`src/rtl/csp_pkg.sv`:
```
// Shared constants, codes and control structs for the cyclic schedule position lookup.
package csp_pkg;

  // Table depth and derived widths
  localparam int unsigned MaxSegments = 256;
  localparam int unsigned CntW        = $clog2(MaxSegments + 1);
  localparam int unsigned IdxW        = (MaxSegments > 1) ? $clog2(MaxSegments) : 1;

  // Fixed field widths
  localparam int unsigned OpW     = 2;
  localparam int unsigned DurW    = 20;
  localparam int unsigned NowW    = 32;
  localparam int unsigned TotW    = 28;
  localparam int unsigned StW     = 2;
  localparam int unsigned SegIdxW = 8;
  localparam int unsigned StepW   = $clog2(NowW + 1);

  typedef enum logic [OpW-1:0] {
    OP_CLEAR  = 2'd0,
    OP_APPEND = 2'd1,
    OP_QUERY  = 2'd2
  } op_e;

  typedef enum logic [StW-1:0] {
    ST_OK    = 2'd0,
    ST_EMPTY = 2'd1,
    ST_FULL  = 2'd2
  } status_e;

  // Controller to datapath commands
  typedef struct packed {
    logic clear;
    logic append;
    logic load_imm;
    logic div_start;
    logic div_step;
    logic scan_start;
    logic scan_step;
    logic load_scan;
  } csp_cmd_t;

  // Datapath to controller status
  typedef struct packed {
    logic total_zero;
    logic div_done;
    logic scan_done;
  } csp_stat_t;

endpackage

```
`src/rtl/csp_ctrl.sv`:
```
// Controller: sequences accept, modulo, table walk and result hand-off.
module csp_ctrl (
  input  logic                    clk_i,
  input  logic                    rst_ni,
  input  logic                    in_valid_i,
  output logic                    in_ready_o,
  input  logic [csp_pkg::OpW-1:0] opcode_i,
  output logic                    out_valid_o,
  input  logic                    out_ready_i,
  output csp_pkg::csp_cmd_t       cmd_o,
  input  csp_pkg::csp_stat_t      stat_i
);
  import csp_pkg::*;

  typedef enum logic [1:0] {
    S_IDLE,
    S_DIV,
    S_SCAN,
    S_FIN
  } state_e;

  state_e   state_q, state_d;
  logic     out_valid_q, out_valid_d;
  logic     out_free;
  logic     accept;
  csp_cmd_t cmd;

  assign out_free   = !out_valid_q || out_ready_i;
  assign in_ready_o = (state_q == S_IDLE) && out_free;
  assign accept     = in_valid_i && in_ready_o;

  // Decode next state and commands
  always_comb begin
    cmd     = '0;
    state_d = state_q;
    unique case (state_q)
      S_IDLE: begin
        if (accept) begin
          unique case (opcode_i)
            OP_CLEAR: begin
              cmd.clear    = 1'b1;
              cmd.load_imm = 1'b1;
            end
            OP_APPEND: begin
              cmd.append   = 1'b1;
              cmd.load_imm = 1'b1;
            end
            OP_QUERY: begin
              if (stat_i.total_zero) begin
                cmd.load_imm = 1'b1;
              end else begin
                cmd.div_start = 1'b1;
                state_d       = S_DIV;
              end
            end
            default: cmd.load_imm = 1'b1;
          endcase
        end
      end
      S_DIV: begin
        if (stat_i.div_done) begin
          cmd.scan_start = 1'b1;
          state_d        = S_SCAN;
        end else begin
          cmd.div_step = 1'b1;
        end
      end
      S_SCAN: begin
        if (stat_i.scan_done) begin
          state_d = S_FIN;
        end else begin
          cmd.scan_step = 1'b1;
        end
      end
      S_FIN: begin
        if (out_free) begin
          cmd.load_scan = 1'b1;
          state_d       = S_IDLE;
        end
      end
      default: state_d = S_IDLE;
    endcase
  end

  // Set result valid on load, drop it when taken
  always_comb begin
    if (cmd.load_imm || cmd.load_scan) begin
      out_valid_d = 1'b1;
    end else if (out_ready_i) begin
      out_valid_d = 1'b0;
    end else begin
      out_valid_d = out_valid_q;
    end
  end

  // Hold state and the registered valid
  always_ff @(posedge clk_i or negedge rst_ni) begin
    if (!rst_ni) begin
      state_q     <= S_IDLE;
      out_valid_q <= 1'b0;
    end else begin
      state_q     <= state_d;
      out_valid_q <= out_valid_d;
    end
  end

  assign cmd_o       = cmd;
  assign out_valid_o = out_valid_q;

  // Checks
  a_query_starts_div: assert property (@(posedge clk_i) disable iff (!rst_ni)
    (accept && (opcode_i == OP_QUERY) && !stat_i.total_zero) |=> (state_q == S_DIV))
    else $error("query with non-zero total did not start the modulo");

  a_div_holds: assert property (@(posedge clk_i) disable iff (!rst_ni)
    ((state_q == S_DIV) && !stat_i.div_done) |=> (state_q == S_DIV))
    else $error("modulo left before all steps were done");

  a_busy_not_ready: assert property (@(posedge clk_i) disable iff (!rst_ni)
    (state_q != S_IDLE) |-> !in_ready_o)
    else $error("input taken while a query is in progress");

endmodule

```
`config.mk`:
```
export PLATFORM = sky130hd
export DESIGN_NAME = csp_ctrl
export DESIGN_NICKNAME = d
export VERILOG_FILES = /design/src/rtl/csp_pkg.sv /design/src/rtl/csp_ctrl.sv
export SDC_FILE = /design/constraint.sdc
export NUM_CORES = 1
export LEC_CHECK = 0
export ABC_AREA = 1
export BUFFER_PORTS_ARGS = -buffer_cell sky130_fd_sc_hd__clkbuf_2
export CELL_PAD_IN_SITES_DETAIL_PLACEMENT = 2
export CELL_PAD_IN_SITES_GLOBAL_PLACEMENT = 2
export CORE_UTILIZATION = 21
export DETAILED_ROUTE_END_ITERATION = 16
export PLACE_DENSITY = 0.8
export SETUP_SLACK_MARGIN = 0.02
export SYNTH_ARGS = -nofsm -noshare
export SYNTH_HDL_FRONTEND = slang
export SYNTH_SLANG_ARGS = --single-unit
```
`constraint.sdc`:
```
create_clock -name clk_i -period 1.8 [get_ports clk_i]
set_clock_uncertainty 0.15 [all_clocks]
set_input_delay 0.09 -clock clk_i [delete_from_list [all_inputs] [get_ports clk_i]]
set_output_delay 0.09 -clock clk_i [all_outputs]
set_load 0.005 [all_outputs]
```
-- After elaboration in Yosys (flattened, before gate mapping)
Index checks and enable logic that the tools add are counted.
- bits in registers: 3
- output and inout bits: 10
- input bits: 9
- reductions and logical operators: 9
- equality and inequality tests: 11
- mux-type cells: 24
- operators by type and width (cell ; count):
    $mux W1 ; 14
    $mux W2 ; 7
    $ne A2 B2 Y1 const B ; 5
    $mux W4 ; 2
    $pmux W2 S4 ; 1
    $eq A2 B2 Y1 const B ; 3
    $reduce_and A6 Y1 ; 1
    $eq A2 B1 Y1 const B ; 2
    $logic_not A2 Y1 ; 2
    $logic_and A1 B1 Y1 ; 2
    $logic_or A1 B1 Y1 ; 2
    $ne A2 B1 Y1 const B ; 1
    $reduce_bool A2 Y1 ; 1
    $logic_not A1 Y1 ; 1

-- Logic depth before layout (Yosys ltp)
Gate-level depths: netlist (run 1).
- depth after elaboration: 8
- gate-level depth with buffers: 8
- mapped depth without buffers: 8

-- Least setup slack after synthesis (run 1)
OpenSTA, ideal clock, no wires.
- path type: reg2reg
- start point: register state_q[0]
- end point: register state_q[0]
- data arrival time: 1.096 ns
- required time: 1.533 ns
- path buffers: 0
- cell stages (with the launch flop): 9
- path slack: 0.437 ns
- setup time: 0.117 ns
- clock period less this slack: 1.363 ns
- cell sequence: dfrtp_1 -> inv_1 -> ha_1 -> inv_1 -> nor2_2 -> nor3_4 -> nand2_2 -> nand2_1 -> nand2_1
- word-level cells in the longest chain between the ends: 5
- elaborated cells on any way between the ends: 14
- ends and longest elaborated chain (element ; line ; RTL):
    start: declaration ; csp_ctrl.sv:22 ; state_e state_q, state_d;
    start signal: assignment ; csp_ctrl.sv:102 ; state_q <= state_d;
    $logic_not A2 Y1 ; csp_ctrl.sv:29, csp_ctrl.sv:36 ;
    $logic_and A1 B1 Y1 ; csp_ctrl.sv:29 ; assign in_ready_o = (state_q == S_IDLE) && out_free;
    $logic_and A1 B1 Y1 ; csp_ctrl.sv:30 ; assign accept = in_valid_i && in_ready_o;
    $ne A2 B2 Y1 (no line) ; n/a ;
    $reduce_and A6 Y1 (no line) ; n/a ;
Several ways; a longest one is shown, not always the timed one.
A chain may end at the register's enable or synchronous reset.

==> results of run 1 <==
-- what timing repair did --
item                                    CTS  global route
hold endpoints to repair                  3             0
hold buffers                              1             0
resized for setup                         0             1
endpoints found under the setup margin    0             1
-- cell usage after synthesis --
cell type | n | area share, %
nor2_1 | 2 | 2.2
inv_2 | 3 | 3.3
nor2_2 | 3 | 5.4
nand2_4 | 1 | 3.3
nand3_4 | 1 | 5.1
inv_1 | 9 | 9.8
nand2_1 | 6 | 6.5
nor3_1 | 2 | 2.9
nand3_1 | 4 | 5.8
nand3b_4 | 1 | 5.8
nor3_4 | 1 | 4.7
ha_1 | 4 | 14
dfrtp_1 | 3 | 22
o21bai_4 | 1 | 5.4
nand2_2 | 2 | 3.6
-- cells in the final DEF (no fill, tap or decap) --
cell	instances
ha_1	3
nand2_4	1
clkbuf_4	3
nor3_1	2
inv_1	9
clkbuf_2	18
nor3_4	1
clkbuf_1	1
dfrtp_1	3
o21bai_4	1
inv_2	3
nand3_4	1
nand2_2	2
ha_2	1
dlygate4sd3_1	1
nand3b_4	1
nand3_1	4
nor2_2	3
nand2_1	6
nor2_1	2
-- state kept, by name (all words and copies together) (netlist names) --
| register | cells |
|---|---|
| out_valid_o | 1 |
| state_q | 2 |
-- final timing paths --
check	to	slack (ps)	depth (start not counted)
max	cmd_o[5]	130	7
min	out_valid_o$_DFFE_PN0P_	40	4
max reg2reg	state_q[1]$_DFFE_PN0P_	320	8
min reg2reg	state_q[1]$_DFFE_PN0P_	390	2
max in group asynchronous	state_q[1]$_DFFE_PN0P_	1340	2
min in group asynchronous	out_valid_o$_DFFE_PN0P_	50	2
-- tightest hold or removal path, delay by kind of cell --
kind / cells / cell delay (ps)
and+or+nand+nor: 2 / 140
buffers and inverters: 2 / 140
-- power by group --
group	total, mW	leakage (nW)	switching (mW)	internal, mW
Sequential	0.143	0.0366	0.0389	0.104
Clock	0.114	0.0150	0.0308	0.0828
Combinational	0.443	0.256	0.245	0.198
Total	0.700	0.307	0.314	0.385
-- metal layers --
layer  up-vias  global-route usage, %  wire (µm)
li1        174                      -          -
met1       150                   9.97        296
met2        10                   20.0        487
met3         0                   4.31         38
met4         0                   5.63          0
met5         -                      0          0
-- logic make-up (layout without fill, tap and decap cells) --
kind of cell    after synthesis  count (layout)  share of synthesized area [%]
simple gates                 23              23                           45.3
buf+inv                      12              35                           13.0
fa+ha+maj                     4               4                           14.5
flops                         3               3                           21.7
compound gates                1               1                           5.44
-- cell type report --
cell class                      count  area, µm²  area share [%]
Sequential cell                     3       75.1            15.2
Tap cell                           16       20.0            4.05
Timing Repair Buffer               19        100            20.3
Inverter                           12       45.0            9.11
Multi-Input combinational cell     28        228            46.1
Clock buffer                        4       26.3            5.32
==> impl_summary.txt, run 1 <==
----------------------------------------------------
[Yosys]
  Sequential fraction of the synthesis area ... 21.7%
  Netlist cell types ... 15
  Synthesized area per cell ... 8.03 µm²
  Syn nets ... 56
  Cell Area, Synth ... 345 µm²
  Number of warnings issued by yosys ... 0
  Synthesized instance count ... 43
  Yosys reg bits ... 3

[Floorplan]
  Io pins ... 19
  Die area ... 1810 µm²
  Core Area ... 1520 µm²
  Row cnt ... 14
  Initial Utilization ... 22.7%
  Die X ... 42.6 µm
  Die height ... 42.6 µm

[Drt]
  Number of vias after detailed routing ... 334
  Detail-routed via count per cell ... 4.07
  Number of violations reported at the end of detailed-routing iteration 0 ... 0
  DR pass1 iterations ... 1
  Routed length per instance ... 10.0 µm
  Total wirelength of the detailed-routed design ... 821 µm
  Number of nets with antenna violations after detailed routing ... 0
  DRC viols ... 0

[Clocking]
  Buffer count from post-CTS setup fixing ... 0
  CTS Sinks ... 3
  Depth of the CTS H-tree ... 1
  TritonCTS clock tree ... built
  Reg clk slew, reported paths ... 40 ps
  Number of buffers added by the clock tree synthesis step ... 3
  Clock root cell ... clkbuf_4
  Buffer levels on the longest clock path ... 2
  Clock latency of the later-clocked register in the worst-skew pair ... 220 ps

[Setup path]
  Setup crit end kind ... output pin
  Startpoint type of the worst setup path ... flop
  Data required, critical path ... 1560 ps
  Kind of cell adding the most delay to the critical path ... flip-flops
  Largest driver fanout on the critical path ... 4
  Startpoint of the worst-slack reg-to-reg timing path ... state_q[0]$_DFFE_PN0P_
  Buffers plus inverters on the worst setup path ... 4
  Crit path cell chain ... inv_1, ha_2, inv_1, nor2_2, nand3_1, inv_1, clkbuf_2
  Class of the most critical setup path ... flop to output pin
  Worst path max stage delay ... 410 ps
  Critical path origin ... state_q[0]$_DFFE_PN0P_
  Slowest CP cell ... dfrtp_1
  CP Data Arrival Time ... 1430 ps
  Most Frequent Cell on Critical Path ... inv_1

[Status]
  Status ... complete, no violations

[Layout]
  Layout cells sized above 1 ... 53.0%
  Final core utilization ... 32.4%
  Number of nets in the final layout ... 80
  Antenna cell count ... 0
  Fillers ... 191
  Finished layout cell area ... 494 µm²
  Number of standard cells in the layout, taps in and fillers out ... 82
  Area growth from synthesis to final layout ... 43.1%

[STA]
  Final Cycle Share ... 93.0%
  Setup TNS Final ... 0 ps
  Crit path time final ... 1670 ps
  Setup WS post-layout ... 126 ps
  Highest achievable clock rate ... 597 MHz
  WHS ... 42.6 ps
  Max-slew headroom ... 87.5%
  Actual transition at the worst max-transition pin ... 187 ps
  Setup repair after global routing missed its margin ... no
  Number of max-slew violations in the final report ... 0
  Setup-failing EPs final ... 0
  Final hold violation count ... 0

[Placed design]
  Count of input and output buffers ... 18
  Cell Area, Placed ... 455 µm²
  Placement-stage worst setup slack ... 296 ps
  Routability congestion estimate from global placement ... 0.683
  Placed cell count ... 77
  Placed wire-length estimate after detailed placement ... 739 µm

[Pwr]
  Total power divided by cell area ... 1420 nW/µm²
  Power Total ... 0.700 mW
  Peak supply drop ... 0.427 mV
  Leak Pwr ... 0.307 nW

[Global routing]
  Vias in the first global route ... 350
  Largest net degree at the start of global routing ... 5
  Aggregate global routing overflow ... 0
  Global-route usage over all layers ... 10.8%
  First-pass GRT wire length ... 1.41 mm
  Initial antenna violation count ... 0

[Worst hold path]
  Worst Min Path Start ... out_ready_i
  Type of the worst min-delay path ... input port to flop

[Run]
  Max-cap violations ... 0

----------------------------------------------------
Power figures use the tool's default switching activity.
==> inputs of run 2 (changes only) <==
Settings changed: CORE_UTILIZATION 21 to 22, PLACE_DENSITY 0.8 to 0.83.
Clock period 1.8 ns to 2 ns, I/O delays scaled along.
==> impl_summary.txt, run 2 (synthesis gave the netlist of run 1 again) <==
----------------------------------------------------
[Worst hold path]
  Endpoint of the worst hold-timing path ... out_valid_o$_DFFE_PN0P_ (unchanged)
  Number of stages on the worst hold path ... 4 (unchanged)
  Type of the worst min-delay path ... input port to flop (unchanged)
  Worst Min Path Start ... out_ready_i (unchanged)

[Layout]
  Most frequent cells in the layout ... clkbuf_2 (18), inv_1 (9), nand2_1 (6) (unchanged)
  Area growth from synthesis to final layout ... 42.0% (was 43.1%)
  Number of nets in the final layout ... 80 (unchanged)
  Antenna cell count ... 0 (unchanged)
  Most common library cell in the layout ignoring fill and taps ... clkbuf_2 (unchanged)
  Fillers ... 175 (was 191)
  Biggest register ... state_q (unchanged)
  Register cell area after layout ... 75.1 µm² (unchanged)
  Layout cells sized above 1 ... 51.5% (was 53.0%)
  Number of standard cells in the layout, taps in and fillers out ... 81 (was 82)
  Total area of multi-input combinational cells ... 225 µm² (was 228 µm²)
  Flip-flop count of the largest register after layout ... 2 (unchanged)

[Floorplan]
  Row cnt ... 13 (was 14)
  Initial Utilization ... 25.0% (was 22.7%)
  Die X ... 41.6 µm (was 42.6 µm)
  Core Area ... 1380 µm² (was 1520 µm²)
  Io pins ... 19 (unchanged)
  Die height ... 41.6 µm (was 42.6 µm)
  Die area ... 1730 µm² (was 1810 µm²)

[Placed design]
  Placement-stage worst setup slack ... 502 ps (was 296 ps)
  Routability congestion estimate from global placement ... 0.694 (was 0.683)
  Count of input and output buffers ... 18 (unchanged)
  Placed wire-length estimate after detailed placement ... 838 µm (was 739 µm)
  Placed cell count ... 76 (was 77)

[Drt]
  Routed length per instance ... 12.4 µm (was 10.0 µm)
  Total wirelength of the detailed-routed design ... 1.01 mm (was 821 µm)
  DRC viols ... 0 (unchanged)
  Number of nets with antenna violations after detailed routing ... 0 (unchanged)
  Detail-routed via count per cell ... 4.43 (was 4.07)
  Number of vias after detailed routing ... 359 (was 334)
  DR pass1 iterations ... 2 (was 1)
  Number of violations reported at the end of detailed-routing iteration 0 ... 1 (was 0)

[Setup path]
  Reg-to-reg critical path endpoint ... state_q[0]$_DFFE_PN0P_ (was state_q[1]$_DFFE_PN0P_)
  Worst setup slack for register-to-register paths ... 530 ps (was 320 ps)
  Startpoint type of the worst setup path ... flop (unchanged)
  Data required, critical path ... 1750 ps (was 1560 ps)
  Largest driver fanout on the critical path ... 4 (unchanged)
  Setup crit end kind ... output pin (unchanged)
  Reg2Reg Depth ... 8 (unchanged)
  Startpoint of the worst-slack reg-to-reg timing path ... state_q[0]$_DFFE_PN0P_ (unchanged)
  Class of the most critical setup path ... flop to output pin (unchanged)
  CP Data Arrival Time ... 1470 ps (was 1430 ps)

[Global routing]
  Initial antenna violation count ... 0 (unchanged)
  First-pass GRT wire length ... 1.84 mm (was 1.41 mm)
  Largest net degree at the start of global routing ... 5 (unchanged)
  Aggregate global routing overflow ... 0 (unchanged)
  Global-route usage over all layers ... 13.9% (was 10.8%)
  Vias in the first global route ... 398 (was 350)

[Clocking]
  Buffer count from post-CTS setup fixing ... 0 (unchanged)
  Depth of the CTS H-tree ... 1 (unchanged)
  TritonCTS clock tree ... built (unchanged)
  Clock latency of the later-clocked register in the worst-skew pair ... 240 ps (was 220 ps)
  Buffer levels on the longest clock path ... 2 (unchanged)
  Number of buffers added by the clock tree synthesis step ... 3 (unchanged)
  Clock root cell ... clkbuf_4 (unchanged)
  Reg clk slew, reported paths ... 40 ps (about the same)
  CTS Sinks ... 3 (unchanged)

[STA]
  Max-slew headroom ... 87.4% (was 87.5%)
  WHS ... 47.3 ps (was 42.6 ps)
  Crit path time final ... 1720 ps
  Setup-failing EPs final ... 0 (unchanged)
  Setup WS post-layout ... 280 ps (was 126 ps)
  Number of max-slew violations in the final report ... 0 (unchanged)
  Actual transition at the worst max-transition pin ... 188 ps (was 187 ps)
  Highest achievable clock rate ... 582 MHz
  Setup TNS Final ... 0 ps (unchanged)
  Final Cycle Share ... 86.0%
  Setup repair after global routing missed its margin ... no (unchanged)
  Final hold violation count ... 0 (unchanged)

[Pwr]
  Leak Pwr ... 0.309 nW (was 0.307 nW)
  Proportion of power drawn by combinational gates ... 62.5% (was 63.3%)
  Internal power component ... 0.344 mW (was 0.385 mW)
  Fraction of power spent switching nets ... 45.7% (was 44.9%)
  Total power divided by cell area ... 1290 nW/µm² (was 1420 nW/µm²)
  Sequential cell fraction of total power ... 20.2% (was 20.5%)
  Switching power of the nets ... 0.290 mW (was 0.314 mW)
  Part of the total power dissipated in the clock network ... 17.3% (was 16.2%)
  Power Total ... 0.634 mW (was 0.700 mW)
  Peak supply drop ... 0.316 mV (was 0.427 mV)

[Status]
  Status ... complete, no violations (unchanged)

[Run]
  Max-cap violations ... 0 (unchanged)

----------------------------------------------------
-- run 2: area by class of cell --
cell class / count / share of cell area [%]
tap: 15 / 3.83
inverter: 12 / 9.18
multi-input combinational: 28 / 45.9
sequential: 3 / 15.3
timing repair buffer: 19 / 20.4
clock buffer: 4 / 5.36
-- run 2: metal layers --
| metal | vias up | routed length [µm] | GRT usage (%) |
|---|---|---|---|
| met3 | 2 | 24 | 4.35 |
| met4 | 0 | 21 | 5.81 |
| li1 | 176 | - | - |
| met1 | 171 | 431 | 16.2 |
| met2 | 10 | 531 | 23.4 |
| met5 | - | 0 | 0 |
-- run 2: how the worst max path moves through the flow --
stage | start | to | slack [ps] | cells past startpoint
after global routing | state_q[0]$_DFFE_PN0P_ | cmd_o[5] | 120 | 7
after floorplan | state_q[0]$_DFFE_PN0P_ | state_q[0]$_DFFE_PN0P_ | 640 | 8
after detailed placement | state_q[0]$_DFFE_PN0P_ | state_q[0]$_DFFE_PN0P_ | 500 | 8
after global placement | state_q[0]$_DFFE_PN0P_ | state_q[0]$_DFFE_PN0P_ | 550 | 8
final | state_q[1]$_DFFE_PN0P_ | cmd_o[5] | 280 | 7
after CTS | state_q[1]$_DFFE_PN0P_ | cmd_o[5] | 250 | 7
-- run 2: what timing repair did --
action                                 4_1_cts  5_1_grt
setup endpoints to repair                    0        0
hold buffers                                 1        0
resized for setup                            0        0
endpoints found under the hold margin        3        0
-- run 2: per-stage QoR --
step | area (µm²) | utilization [%]
3_3_place_gp | 454 | 32.9
3_5_place_dp | 454 | 32.9
5_1_grt | 490 | 35.5
4_1_cts | 490 | 35.5
6_report | 490 | 35.5
2_1_floorplan | 345 | -
-- run 2: critical path, stage by stage (launching register included) --
cell	delay (ps)
dfrtp_1	410
inv_1	100
ha_1	220
inv_1	110
nor2_2	140
nand3_1	100
inv_1	60
clkbuf_2	100
-- run 2: power by group through the flow --
stage	Sequential, mW	Clock, mW	Combinational, mW
global placement	0.126	0	0.390
detailed placement	0.131	0	0.403
floorplan	0.123	0	0.283
CTS	0.130	0.117	0.408
global route	0.134	0.126	0.457
finish	0.128	0.110	0.396
